## src/hw/rtl/awcf_pkg.sv

```systemverilog
// Shared types and constants for the condition-flag ALU.
package awcf_pkg;

  localparam int unsigned DataW  = 64;
  localparam int unsigned ShW    = 6;
  localparam int unsigned FlagW  = 4;
  localparam int unsigned InTdataW  = 152;
  localparam int unsigned OutTdataW = 72;

  localparam logic [DataW-1:0] HalfMask = 64'h0000_0000_0000_FFFF;

  // Flag bit positions within NZCV
  localparam int unsigned FlagNBit = 3;
  localparam int unsigned FlagZBit = 2;
  localparam int unsigned FlagCBit = 1;
  localparam int unsigned FlagVBit = 0;

  typedef enum logic [4:0] {
    OP_ADD   = 5'd0,
    OP_SUB   = 5'd1,
    OP_ORN   = 5'd2,
    OP_OR    = 5'd3,
    OP_XOR   = 5'd4,
    OP_AND   = 5'd5,
    OP_MOV   = 5'd6,
    OP_MOVK  = 5'd7,
    OP_LSL   = 5'd8,
    OP_LSR   = 5'd9,
    OP_ASR   = 5'd10,
    OP_PASS  = 5'd11,
    OP_CSEL  = 5'd12,
    OP_CSINV = 5'd13,
    OP_CSINC = 5'd14,
    OP_CSNEG = 5'd15,
    OP_CBZ   = 5'd16,
    OP_CBNZ  = 5'd17
  } op_e;

  // Condition groups, taken from cond_code[3:1]; cond_code[0] inverts
  typedef enum logic [2:0] {
    CG_EQ = 3'd0,
    CG_CS = 3'd1,
    CG_MI = 3'd2,
    CG_VS = 3'd3,
    CG_HI = 3'd4,
    CG_GE = 3'd5,
    CG_GT = 3'd6,
    CG_AL = 3'd7
  } cond_grp_e;

  // Result source chosen in the compute stage
  typedef enum logic [1:0] {
    SRC_ADDER = 2'd0,
    SRC_SHIFT = 2'd1,
    SRC_MISC  = 2'd2
  } src_e;

  typedef enum logic [1:0] {
    SHK_LSL = 2'd0,
    SHK_LSR = 2'd1,
    SHK_ASR = 2'd2
  } shk_e;

  // Decode stage output
  typedef struct packed {
    src_e             src;
    shk_e             shk;
    logic             arith;
    logic [DataW-1:0] add_x;
    logic [DataW-1:0] add_y;
    logic             add_cin;
    logic [DataW-1:0] misc;
    logic [DataW-1:0] opa;
    logic [ShW-1:0]   sh;
    logic             flag_en;
    logic             cond_true;
    logic [FlagW-1:0] flags_in;
  } dec_t;

  // Compute stage output
  typedef struct packed {
    logic [DataW-1:0] result;
    logic             carry;
    logic             ovf;
    logic             arith;
    logic             flag_en;
    logic             cond_true;
    logic [FlagW-1:0] flags_in;
  } exe_t;

endpackage

```

## src/hw/rtl/alu_with_condition_flags.sv

```systemverilog
// Three-stage 64-bit ALU with NZCV condition flags and stream handshakes.
// Throughput: one item per cycle; each stage holds its item while the next is full.
// Stages: decode and operand prep, 64-bit add/shift, zero test and flag merge.
// Reset: rst_ni (async, active low) clears all stage valid bits; payload is not reset.
module alu_with_condition_flags (
  input  logic                            clk_i,
  input  logic                            rst_ni,
  input  logic                            s_axis_tvalid_i,
  output logic                            s_axis_tready_o,
  // op[4:0], operand_a[68:5], operand_b[132:69], halfword_shift[138:133],
  // flag_en[139], cond_code[143:140], flags_in[147:144], zero pad[151:148]
  input  logic [awcf_pkg::InTdataW-1:0]   s_axis_tdata_i,
  output logic                            m_axis_tvalid_o,
  input  logic                            m_axis_tready_i,
  // result[63:0], cond_true[64], flags_out[68:65], zero pad[71:69]
  output logic [awcf_pkg::OutTdataW-1:0]  m_axis_tdata_o
);

  // Input fields
  logic [4:0]                     in_op;
  logic [awcf_pkg::DataW-1:0]     in_a;
  logic [awcf_pkg::DataW-1:0]     in_b;
  logic [awcf_pkg::ShW-1:0]       in_hw;
  logic                           in_setf;
  logic [3:0]                     in_cond;
  logic [awcf_pkg::FlagW-1:0]     in_flags;

  assign in_op    = s_axis_tdata_i[4:0];
  assign in_a     = s_axis_tdata_i[68:5];
  assign in_b     = s_axis_tdata_i[132:69];
  assign in_hw    = s_axis_tdata_i[138:133];
  assign in_setf  = s_axis_tdata_i[139];
  assign in_cond  = s_axis_tdata_i[143:140];
  assign in_flags = s_axis_tdata_i[147:144];

  // Stage handshakes
  logic v1_q, v2_q, v3_q;
  logic rdy1, rdy2, rdy3;

  assign rdy3 = !v3_q || m_axis_tready_i;
  assign rdy2 = !v2_q || rdy3;
  assign rdy1 = !v1_q || rdy2;
  assign s_axis_tready_o = rdy1;

  // ---------------- Stage 1: decode ----------------
  awcf_pkg::dec_t dec_d, dec_q;
  logic           cond_raw;
  logic           cond_hit;
  logic [awcf_pkg::DataW-1:0] mov_b;
  logic [awcf_pkg::DataW-1:0] mov_mask;
  awcf_pkg::op_e  op_dec;
  logic n_f, z_f, c_f, v_f;

  assign n_f = in_flags[awcf_pkg::FlagNBit];
  assign z_f = in_flags[awcf_pkg::FlagZBit];
  assign c_f = in_flags[awcf_pkg::FlagCBit];
  assign v_f = in_flags[awcf_pkg::FlagVBit];

  always_comb begin
    unique case (awcf_pkg::cond_grp_e'(in_cond[3:1]))
      awcf_pkg::CG_EQ: cond_raw = z_f;
      awcf_pkg::CG_CS: cond_raw = c_f;
      awcf_pkg::CG_MI: cond_raw = n_f;
      awcf_pkg::CG_VS: cond_raw = v_f;
      awcf_pkg::CG_HI: cond_raw = c_f && !z_f;
      awcf_pkg::CG_GE: cond_raw = (n_f == v_f);
      awcf_pkg::CG_GT: cond_raw = !z_f && (n_f == v_f);
      default:         cond_raw = 1'b1;
    endcase
    // AL and NV both hold
    if (awcf_pkg::cond_grp_e'(in_cond[3:1]) == awcf_pkg::CG_AL) begin
      cond_hit = 1'b1;
    end else begin
      cond_hit = in_cond[0] ? !cond_raw : cond_raw;
    end
  end

  assign mov_b    = in_b << in_hw;
  assign mov_mask = ~(awcf_pkg::HalfMask << in_hw);
  assign op_dec   = awcf_pkg::op_e'(in_op);

  always_comb begin
    dec_d.src       = awcf_pkg::SRC_MISC;
    dec_d.shk       = awcf_pkg::SHK_LSL;
    dec_d.arith     = 1'b0;
    dec_d.add_x     = in_a;
    dec_d.add_y     = '0;
    dec_d.add_cin   = 1'b0;
    dec_d.misc      = '0;
    dec_d.opa       = in_a;
    dec_d.sh        = in_b[awcf_pkg::ShW-1:0];
    dec_d.flag_en   = in_setf;
    dec_d.cond_true = cond_hit;
    dec_d.flags_in  = in_flags;
    unique case (op_dec) inside
      awcf_pkg::OP_ADD: begin
        dec_d.src   = awcf_pkg::SRC_ADDER;
        dec_d.arith = 1'b1;
        dec_d.add_y = in_b;
      end
      awcf_pkg::OP_SUB: begin
        dec_d.src     = awcf_pkg::SRC_ADDER;
        dec_d.arith   = 1'b1;
        dec_d.add_y   = ~in_b;
        dec_d.add_cin = 1'b1;
      end
      awcf_pkg::OP_ORN:  dec_d.misc = in_a | ~in_b;
      awcf_pkg::OP_OR:   dec_d.misc = in_a | in_b;
      awcf_pkg::OP_XOR:  dec_d.misc = in_a ^ in_b;
      awcf_pkg::OP_AND:  dec_d.misc = in_a & in_b;
      awcf_pkg::OP_MOV:  dec_d.misc = in_a | mov_b;
      awcf_pkg::OP_MOVK: dec_d.misc = (in_a & mov_mask) | mov_b;
      awcf_pkg::OP_LSL: begin
        dec_d.src = awcf_pkg::SRC_SHIFT;
        dec_d.shk = awcf_pkg::SHK_LSL;
      end
      awcf_pkg::OP_LSR: begin
        dec_d.src = awcf_pkg::SRC_SHIFT;
        dec_d.shk = awcf_pkg::SHK_LSR;
      end
      awcf_pkg::OP_ASR: begin
        dec_d.src = awcf_pkg::SRC_SHIFT;
        dec_d.shk = awcf_pkg::SHK_ASR;
      end
      awcf_pkg::OP_PASS: dec_d.misc = in_a;
      awcf_pkg::OP_CSEL, awcf_pkg::OP_CSINV,
      awcf_pkg::OP_CSINC, awcf_pkg::OP_CSNEG: begin
        // Route every select through the adder: a+0, b+0, ~b+0, b+1 or ~b+1
        dec_d.src = awcf_pkg::SRC_ADDER;
        if (!cond_hit) begin
          dec_d.add_x   = (op_dec == awcf_pkg::OP_CSINV || op_dec == awcf_pkg::OP_CSNEG)
                          ? ~in_b : in_b;
          dec_d.add_cin = (op_dec == awcf_pkg::OP_CSINC || op_dec == awcf_pkg::OP_CSNEG);
        end
      end
      awcf_pkg::OP_CBZ: begin
        dec_d.misc      = in_a;
        dec_d.cond_true = (in_a == '0);
      end
      awcf_pkg::OP_CBNZ: begin
        dec_d.misc      = in_a;
        dec_d.cond_true = (in_a != '0);
      end
      default: dec_d.misc = '0;
    endcase
  end

  always_ff @(posedge clk_i or negedge rst_ni) begin
    if (!rst_ni) begin
      v1_q <= 1'b0;
    end else if (rdy1) begin
      v1_q <= s_axis_tvalid_i;
    end
  end

  always_ff @(posedge clk_i) begin
    if (rdy1 && s_axis_tvalid_i) begin
      dec_q <= dec_d;
    end
  end

  // ---------------- Stage 2: add and shift ----------------
  awcf_pkg::exe_t exe_d, exe_q;
  logic [awcf_pkg::DataW:0]   sum_ext;
  logic [awcf_pkg::DataW-1:0] sum;
  logic [awcf_pkg::DataW-1:0] shv;

  assign sum_ext = {1'b0, dec_q.add_x} + {1'b0, dec_q.add_y}
                 + {{awcf_pkg::DataW{1'b0}}, dec_q.add_cin};
  assign sum     = sum_ext[awcf_pkg::DataW-1:0];

  always_comb begin
    case (dec_q.shk)
      awcf_pkg::SHK_LSR: shv = dec_q.opa >> dec_q.sh;
      awcf_pkg::SHK_ASR: shv = $unsigned($signed(dec_q.opa) >>> dec_q.sh);
      default:           shv = dec_q.opa << dec_q.sh;
    endcase
  end

  always_comb begin
    case (dec_q.src)
      awcf_pkg::SRC_ADDER: exe_d.result = sum;
      awcf_pkg::SRC_SHIFT: exe_d.result = shv;
      default:             exe_d.result = dec_q.misc;
    endcase
    exe_d.carry     = sum_ext[awcf_pkg::DataW];
    exe_d.ovf       = (dec_q.add_x[awcf_pkg::DataW-1] ^ sum[awcf_pkg::DataW-1])
                    & (dec_q.add_y[awcf_pkg::DataW-1] ^ sum[awcf_pkg::DataW-1]);
    exe_d.arith     = dec_q.arith;
    exe_d.flag_en   = dec_q.flag_en;
    exe_d.cond_true = dec_q.cond_true;
    exe_d.flags_in  = dec_q.flags_in;
  end

  always_ff @(posedge clk_i or negedge rst_ni) begin
    if (!rst_ni) begin
      v2_q <= 1'b0;
    end else if (rdy2) begin
      v2_q <= v1_q;
    end
  end

  always_ff @(posedge clk_i) begin
    if (rdy2 && v1_q) begin
      exe_q <= exe_d;
    end
  end

  // ---------------- Stage 3: flags ----------------
  logic [awcf_pkg::FlagW-1:0]     flags_d;
  logic [awcf_pkg::OutTdataW-1:0] out_d, out_q;

  always_comb begin
    if (exe_q.flag_en) begin
      flags_d                     = '0;
      flags_d[awcf_pkg::FlagNBit] = exe_q.result[awcf_pkg::DataW-1];
      flags_d[awcf_pkg::FlagZBit] = (exe_q.result == '0);
      flags_d[awcf_pkg::FlagCBit] = exe_q.arith && exe_q.carry;
      flags_d[awcf_pkg::FlagVBit] = exe_q.arith && exe_q.ovf;
    end else begin
      flags_d = exe_q.flags_in;
    end
    out_d = {3'b000, flags_d, exe_q.cond_true, exe_q.result};
  end

  always_ff @(posedge clk_i or negedge rst_ni) begin
    if (!rst_ni) begin
      v3_q <= 1'b0;
    end else if (rdy3) begin
      v3_q <= v2_q;
    end
  end

  always_ff @(posedge clk_i) begin
    if (rdy3 && v2_q) begin
      out_q <= out_d;
    end
  end

  assign m_axis_tvalid_o = v3_q;
  assign m_axis_tdata_o  = out_q;

endmodule

```

## config.mk

```make
export PLATFORM = sky130hd
export DESIGN_NAME = alu_with_condition_flags
export DESIGN_NICKNAME = d
export VERILOG_FILES = /design/src/hw/rtl/awcf_pkg.sv /design/src/hw/rtl/alu_with_condition_flags.sv
export SDC_FILE = /design/constraint.sdc
export NUM_CORES = 2
export LEC_CHECK = 0
export BUFFER_PORTS_ARGS = -buffer_cell sky130_fd_sc_hd__clkbuf_2
export CORE_MARGIN = 3
export CORE_UTILIZATION = 37
export DETAILED_ROUTE_END_ITERATION = 16
export GPL_TIMING_DRIVEN = 0
export PLACE_DENSITY = 0.49
export SLEW_MARGIN = 20
export SYNTH_ARGS = -nofsm -noshare
export SYNTH_HDL_FRONTEND = slang
export SYNTH_SLANG_ARGS = --single-unit
```

## constraint.sdc

```tcl
create_clock -name clk_i -period 17.6 [get_ports clk_i]
set_input_delay 5.28 -clock clk_i [delete_from_list [all_inputs] [get_ports clk_i]]
set_output_delay 5.28 -clock clk_i [all_outputs]
set_load 0.005 [all_outputs]
```

# ---- Word-level counts from Yosys, hierarchy flattened
# Index checks and enable logic that the tools add are counted.
dict set report word_totals {
  mem_bits_ro 0
  ram_bits 0
  latch_bits 0
  inputBits 156
  reg_bits 419
  memories 0
  elab_cells 115
}
dict set report classes {
  addsub 2
  eq_ne 28
  n_mul 0
  mux 17
  n_bitwise 12
  order_cmp 0
  n_div 0
  reduce_logical 28
  shift 5
}
# op count
set ops {}
lappend ops {{$pmux 64 s7} 1}
lappend ops {{$pmux 64 s2} 3}
lappend ops {{$or 64x64->64} 4}
lappend ops {{$mux 64} 3}
lappend ops {{$and 64x64->64} 2}
lappend ops {{$logic_not 64->1} 2}
lappend ops {{$not 64->64} 2}
lappend ops {{$shl 64x6->64} 2}
lappend ops {{$add 64x64->65} 1}
lappend ops {{$add 65x1->65} 1}
lappend ops {{$reduce_bool 64->1} 1}
lappend ops {{$shl 16x6->64 const A} 1}
lappend ops {{$shr 64x6->64} 1}
lappend ops {{$sshr 64x6->64} 1}
lappend ops {{$xor 64x64->64} 1}
lappend ops {{$eq 5x4->1 const B} 8}
lappend ops {{$eq 5x3->1 const B} 4}
lappend ops {{$eq 3x3->1 const B} 4}
lappend ops {{$eq 5x2->1 const B} 2}
lappend ops {{$eq 5x5->1 const B} 2}
lappend ops {{$pmux 2 s2} 2}
lappend ops {{$logic_and 1x1->1} 7}
lappend ops {{$pmux 1 s7} 1}
lappend ops {{$eq 3x2->1 const B} 2}
lappend ops {{other kinds (19)} 34}

# ---- Longest topological paths before layout
dict set report logic_depth {
  depth_word 8
  ltp_mapped 13
  depth_no_buf 11
}

# ---- Least setup slack after synthesis
# Ideal clock, no wire load.
dict set report synth_timing {
  path_type {in2reg}
  from {in m_axis_tready_i}
  to {reg dec_q[0] (netlist bit) (enable)}
  t_arrival_ps 11711
  slack_ps 5218
  cell_stages 3
  setup_time_ps 672
  n_path_buf 0
  path_cell_list {nor2b_1 nand3_1 and2_1}
}
dict set report synth_via {
  elab_chain_len 4
}
# item line_no
set synth_lines {}
lappend synth_lines {{start: declaration} alu_with_condition_flags.sv:14} ;# input logic m_axis_tready_i,
lappend synth_lines {{$logic_or 1x1->1} alu_with_condition_flags.sv:40} ;# assign rdy3 = !v3_q || m_axis_tready_i;
lappend synth_lines {{$logic_or 1x1->1} alu_with_condition_flags.sv:41} ;# assign rdy2 = !v2_q || rdy3;
lappend synth_lines {{$logic_or 1x1->1} alu_with_condition_flags.sv:42} ;# assign rdy1 = !v1_q || rdy2;
lappend synth_lines {{named net s_axis_tready_o} alu_with_condition_flags.sv:9} ;# output logic s_axis_tready_o,
lappend synth_lines {{$logic_and 1x1->1} alu_with_condition_flags.sv:157} ;# if (rdy1 && s_axis_tvalid_i) begin
lappend synth_lines {{end signal: assignment} alu_with_condition_flags.sv:158} ;# dec_q <= dec_d;
lappend synth_lines {{end: declaration} alu_with_condition_flags.sv:46} ;# awcf_pkg::dec_t dec_d, dec_q;
# The timed path passes the listed nets, and every way through them passes these cells.
# A chain may end at the register's enable or synchronous reset.

# ---- Worst setup path after layout
dict set report layout_timing {
  from {in m_axis_tready_i}
  to {out s_axis_tready_o}
}
dict set report layout_via {
  elab_chain_len 3
}
# item line_no
set layout_lines {}
lappend layout_lines {{$logic_or 1x1->1} alu_with_condition_flags.sv:40}
lappend layout_lines {{$logic_or 1x1->1} alu_with_condition_flags.sv:41}
lappend layout_lines {{$logic_or 1x1->1} alu_with_condition_flags.sv:42}
lappend layout_lines {{end: declaration} alu_with_condition_flags.sv:9}
# Every way passes these cells.

==> impl_summary.log <==
INFO  metric drt-vias-per-instance = ~6.9
INFO  metric cts-htree-levels = 2
INFO  metric core_region_area = roughly 96000 um^2
INFO  metric post-place-cells = roughly 5300
INFO  metric power_consumption = around 3.5 mW
INFO  metric grt_pass1_wl = 289000 um
INFO  metric dieHeight = ~320 um
INFO  metric critPathMaxFanout = 3
INFO  metric reg2reg_setup_slack = 12.71 ns
INFO  metric global_route.usage.total = 0.408
INFO  metric placementRows = around 110
INFO  metric placer_congestion = roughly 1.1
INFO  metric critical_path_buffers_and_inverters = 2
INFO  metric power.net_switching = ~1.4 mW
INFO  metric max_cap_viol_count = 0
INFO  metric layout.cells.most_common = sky130_fd_sc_hd__nor2_1
INFO  metric async_flop_share = 0.00716
INFO  metric clock_sink_count = approximately 420
INFO  metric path_cells = clkbuf_2 -> nor2b_1 -> nand3_1 -> clkbuf_2
INFO  metric fmax = between 0.09 and 0.1 GHz
INFO  metric power_frac_clock = 0.272
INFO  metric post_cts_buffers = 0
INFO  metric routed_wire_length_per_instance = between 40 and 50 um
INFO  metric worst-slew-pin-transition = roughly 1.2 ns
INFO  metric timing_hold_violations_final = 0
INFO  metric fin_setup_tns = 0 ns
INFO  metric post_synthesis_cell_type_count = 97
INFO  metric areaGrowthSynthToFinish = 12.3%
INFO  metric powerDensity = 87.9 nW/um^2
INFO  metric critical_path_capture_point_type = output port
INFO  metric cts_tree = built
INFO  metric num_vias = between 30000 and 40000
INFO  metric worstRegToRegCells = 9
INFO  metric design.die.area = 101000 um^2
INFO  metric grt_remaining_overflow = 0
INFO  metric cts_root_buffer = sky130_fd_sc_hd__clkbuf_16
INFO  metric comb_power_share = 0.366
INFO  metric cp_common_cell = sky130_fd_sc_hd__clkbuf_2
INFO  metric min_period_over_period = 0.630
INFO  metric critical_path_cell_count = 4
INFO  metric final_layout_size_suffix_gt1_frac = 0.164
INFO  metric grt_start_max_net_pins = 61
INFO  metric synth_seq_cells = approximately 420
INFO  metric dominant_register_cell_in_the_synthesized_netlist = sky130_fd_sc_hd__edfxtp_1
INFO  metric setup_repair_after_global_routing_missed_its_margin = false
INFO  metric worst-setup-path-type = input port to output port
INFO  metric report.final.setup_viol = 0
INFO  metric routed_wl = about 210000 um
INFO  metric critical_path.top_delay_family = simple AND/OR/NAND/NOR gates
INFO  metric final_cell_mix = sky130_fd_sc_hd__nor2_1 (505), sky130_fd_sc_hd__edfxtp_1 (416), sky130_fd_sc_hd__nand2_1 (415)
INFO  metric mappedNetlistArea = about 36000 um^2
INFO  metric ir_drop = between 0.06 and 0.07 mV
INFO  metric switching_share = 0.396
INFO  metric critical-path-slowest-cell = sky130_fd_sc_hd__nor2b_1
INFO  metric worst_clock_skew = ~0.018 ns
INFO  metric netlist_instances = approximately 3800
INFO  metric nFillCells = 9678
INFO  metric outcome = complete, no violations
INFO  metric initial_utilization = 0.376
INFO  metric clk_pin_slew = ~0.06 ns
INFO  metric boundaryPins = between 200 and 250
INFO  metric die_w = between 300 and 400 um
INFO  metric power.share.sequential = 0.362
INFO  metric cts.repair.resized = 0
INFO  metric hpwlAfterDp = between 150000 and 200000 um
INFO  metric first_global_vias = 33687
INFO  metric least_setup_slack_across_all_paths_after_layout = about 6.5 ns
INFO  metric insertion_delay = 0.63 ns
INFO  metric detail_route.first_pass.iterations = 7
INFO  metric crit_required = around 12 ns
INFO  metric max_stage_delay = approximately 0.15 ns
INFO  metric placement.io_buffers = between 200 and 250
INFO  metric cell_internal_pwr = between 2 and 2.5 mW
INFO  metric drt_drc_violations_left = 0
INFO  metric critical_path_arrival = a little under 6 ns
INFO  metric postSynthAreaPerCell = ~9.5 um^2
INFO  metric detailedPlace.worstSlack = about 6.5 ns
INFO  metric cts_buffers = 46
INFO  metric clk_path_buf_depth = 3
INFO  metric final_nets = 4329
INFO  metric synth.yosys.seq_area_share = 0.350
INFO  metric holdPathStages = 0
INFO  metric cts-hold-fix-buffers = 0
INFO  metric finish.cell_count_without_fillers = 5350
INFO  metric number_of_pins_with_negative_max_slew_slack_in_the_final_report = 0
INFO  metric min_path_type = flip-flop to flip-flop
INFO  metric yosys_warnings = 0
INFO  metric number_of_antenna_violations_at_the_first_check_in_global_routing = 15
INFO  metric synth_edf_count = roughly 420
INFO  metric finalCriticalPeriod = between 10 and 15 ns
INFO  metric detail_route.iter0.violations = just over 6000
INFO  metric static-leakage-power = approximately 15 nW
INFO  metric setup.worst_path.start_class = input port
INFO  metric detail-route-antenna-nets = 0
INFO  metric timing.max_slew.rel_slack = 0.203
[area by class of cell]
cell class,instances,area (um^2),share of cell area
Antenna cell,7,17.5,0.000434
Buffer,311,1430,0.0354
Clock buffer,57,1190,0.0296
Clock inverter,29,288,0.00714
Inverter,44,165,0.00410
Multi-Input combinational cell,2990,21800,0.540
Sequential cell,419,12600,0.312
Tap cell,1265,1580,0.0393
Timing Repair Buffer,228,1300,0.0322
[worst paths after layout]
path / startpoint / end
setup / recovery: m_axis_tready_i / s_axis_tready_o
hold / removal: exe_q[4]$_DFFE_PP_ / m_axis_tdata_o[64]$_DFFE_PP_
setup reg to reg: dec_q[9]$_DFFE_PP_ / exe_q[57]$_DFFE_PP_
hold reg to reg: exe_q[4]$_DFFE_PP_ / m_axis_tdata_o[64]$_DFFE_PP_
max in group asynchronous: rst_ni / v1_q$_DFFE_PN0N_
min in group asynchronous: rst_ni / m_axis_tvalid_o$_DFFE_PN0P_
[per-layer routing]
| layer | vias up | wire [um] | GRT usage |
|---|---|---|---|
| met5 | - | 27 | 0.000473 |
| met4 | 4 | 17400 | 0.262 |
| met3 | 569 | 26500 | 0.119 |
| met2 | 2918 | 82300 | 0.546 |
| met1 | 18085 | 88000 | 0.571 |
| li1 | 15104 | - | - |
[flip-flops by register name (all words and copies together) (netlist names)]
register,cells
dec_q,274
exe_q,73
m_axis_tdata_o,69
m_axis_tvalid_o,1
v1_q,1
v2_q,1
[cells by family (layout without fill, tap and decap cells)]
group / after synthesis / after routing / synth area share
other cells: 1 / 10 / 0.000104
xor+xnor: 128 / 128 / 0.0312
buf+inv: 355 / 669 / 0.0444
simple gates: 1210 / 1210 / 0.143
mux: 400 / 400 / 0.179
fa+ha+maj: 133 / 133 / 0.0468
compound gates: 1116 / 1116 / 0.205
flops: 419 / 419 / 0.350
[synth_stat cells, drive strengths merged, types with 16 or more instances]
cell type	n	area, um^2
nor2	507	1910
edfxtp	416	12500
nand2	416	1560
a21oi	336	1700
o21ai	242	1210
clkbuf	183	691
mux4	183	4160
mux2i	149	1500
ha	131	1640
buf	128	737
xnor2	100	876
nand3	82	410
mux2	68	766
a222oi	67	671
a21o	54	405
a211oi	53	403
o211ai	47	353
nor3	46	240
o22ai	43	269
inv	40	150
nand4	34	213
nor4	33	206
a31oi	30	203
a22oi	28	210
xor2	28	245
o21a	22	165
o221ai	21	190
a221oi	18	176
and2	17	106
o31ai	16	130
[metrics by stage]
step | hold slack [ns] | cell area (um^2) | util
finish | 0.414 | 40300 | 0.422
global route | 0.421 | 40300 | 0.422
CTS | 0.415 | 40300 | 0.422
detailed placement | 0.405 | 38800 | 0.406
global placement | 0.403 | 38600 | 0.404
floorplan | 0.400 | 35900 | -
[power by group through the flow]
stage | Sequential [mW] | Clock, mW | Combinational [mW]
4_1_cts | 1.28 | 0.975 | 1.22
5_1_grt | 1.29 | 1.02 | 1.32
2_1_floorplan | 1.28 | 0 | 0.673
3_5_place_dp | 1.30 | 0 | 1.22
3_3_place_gp | 1.32 | 0 | 1.22
6_report | 1.28 | 0.962 | 1.30
No activity file was read; power rests on OpenSTA's default activity.
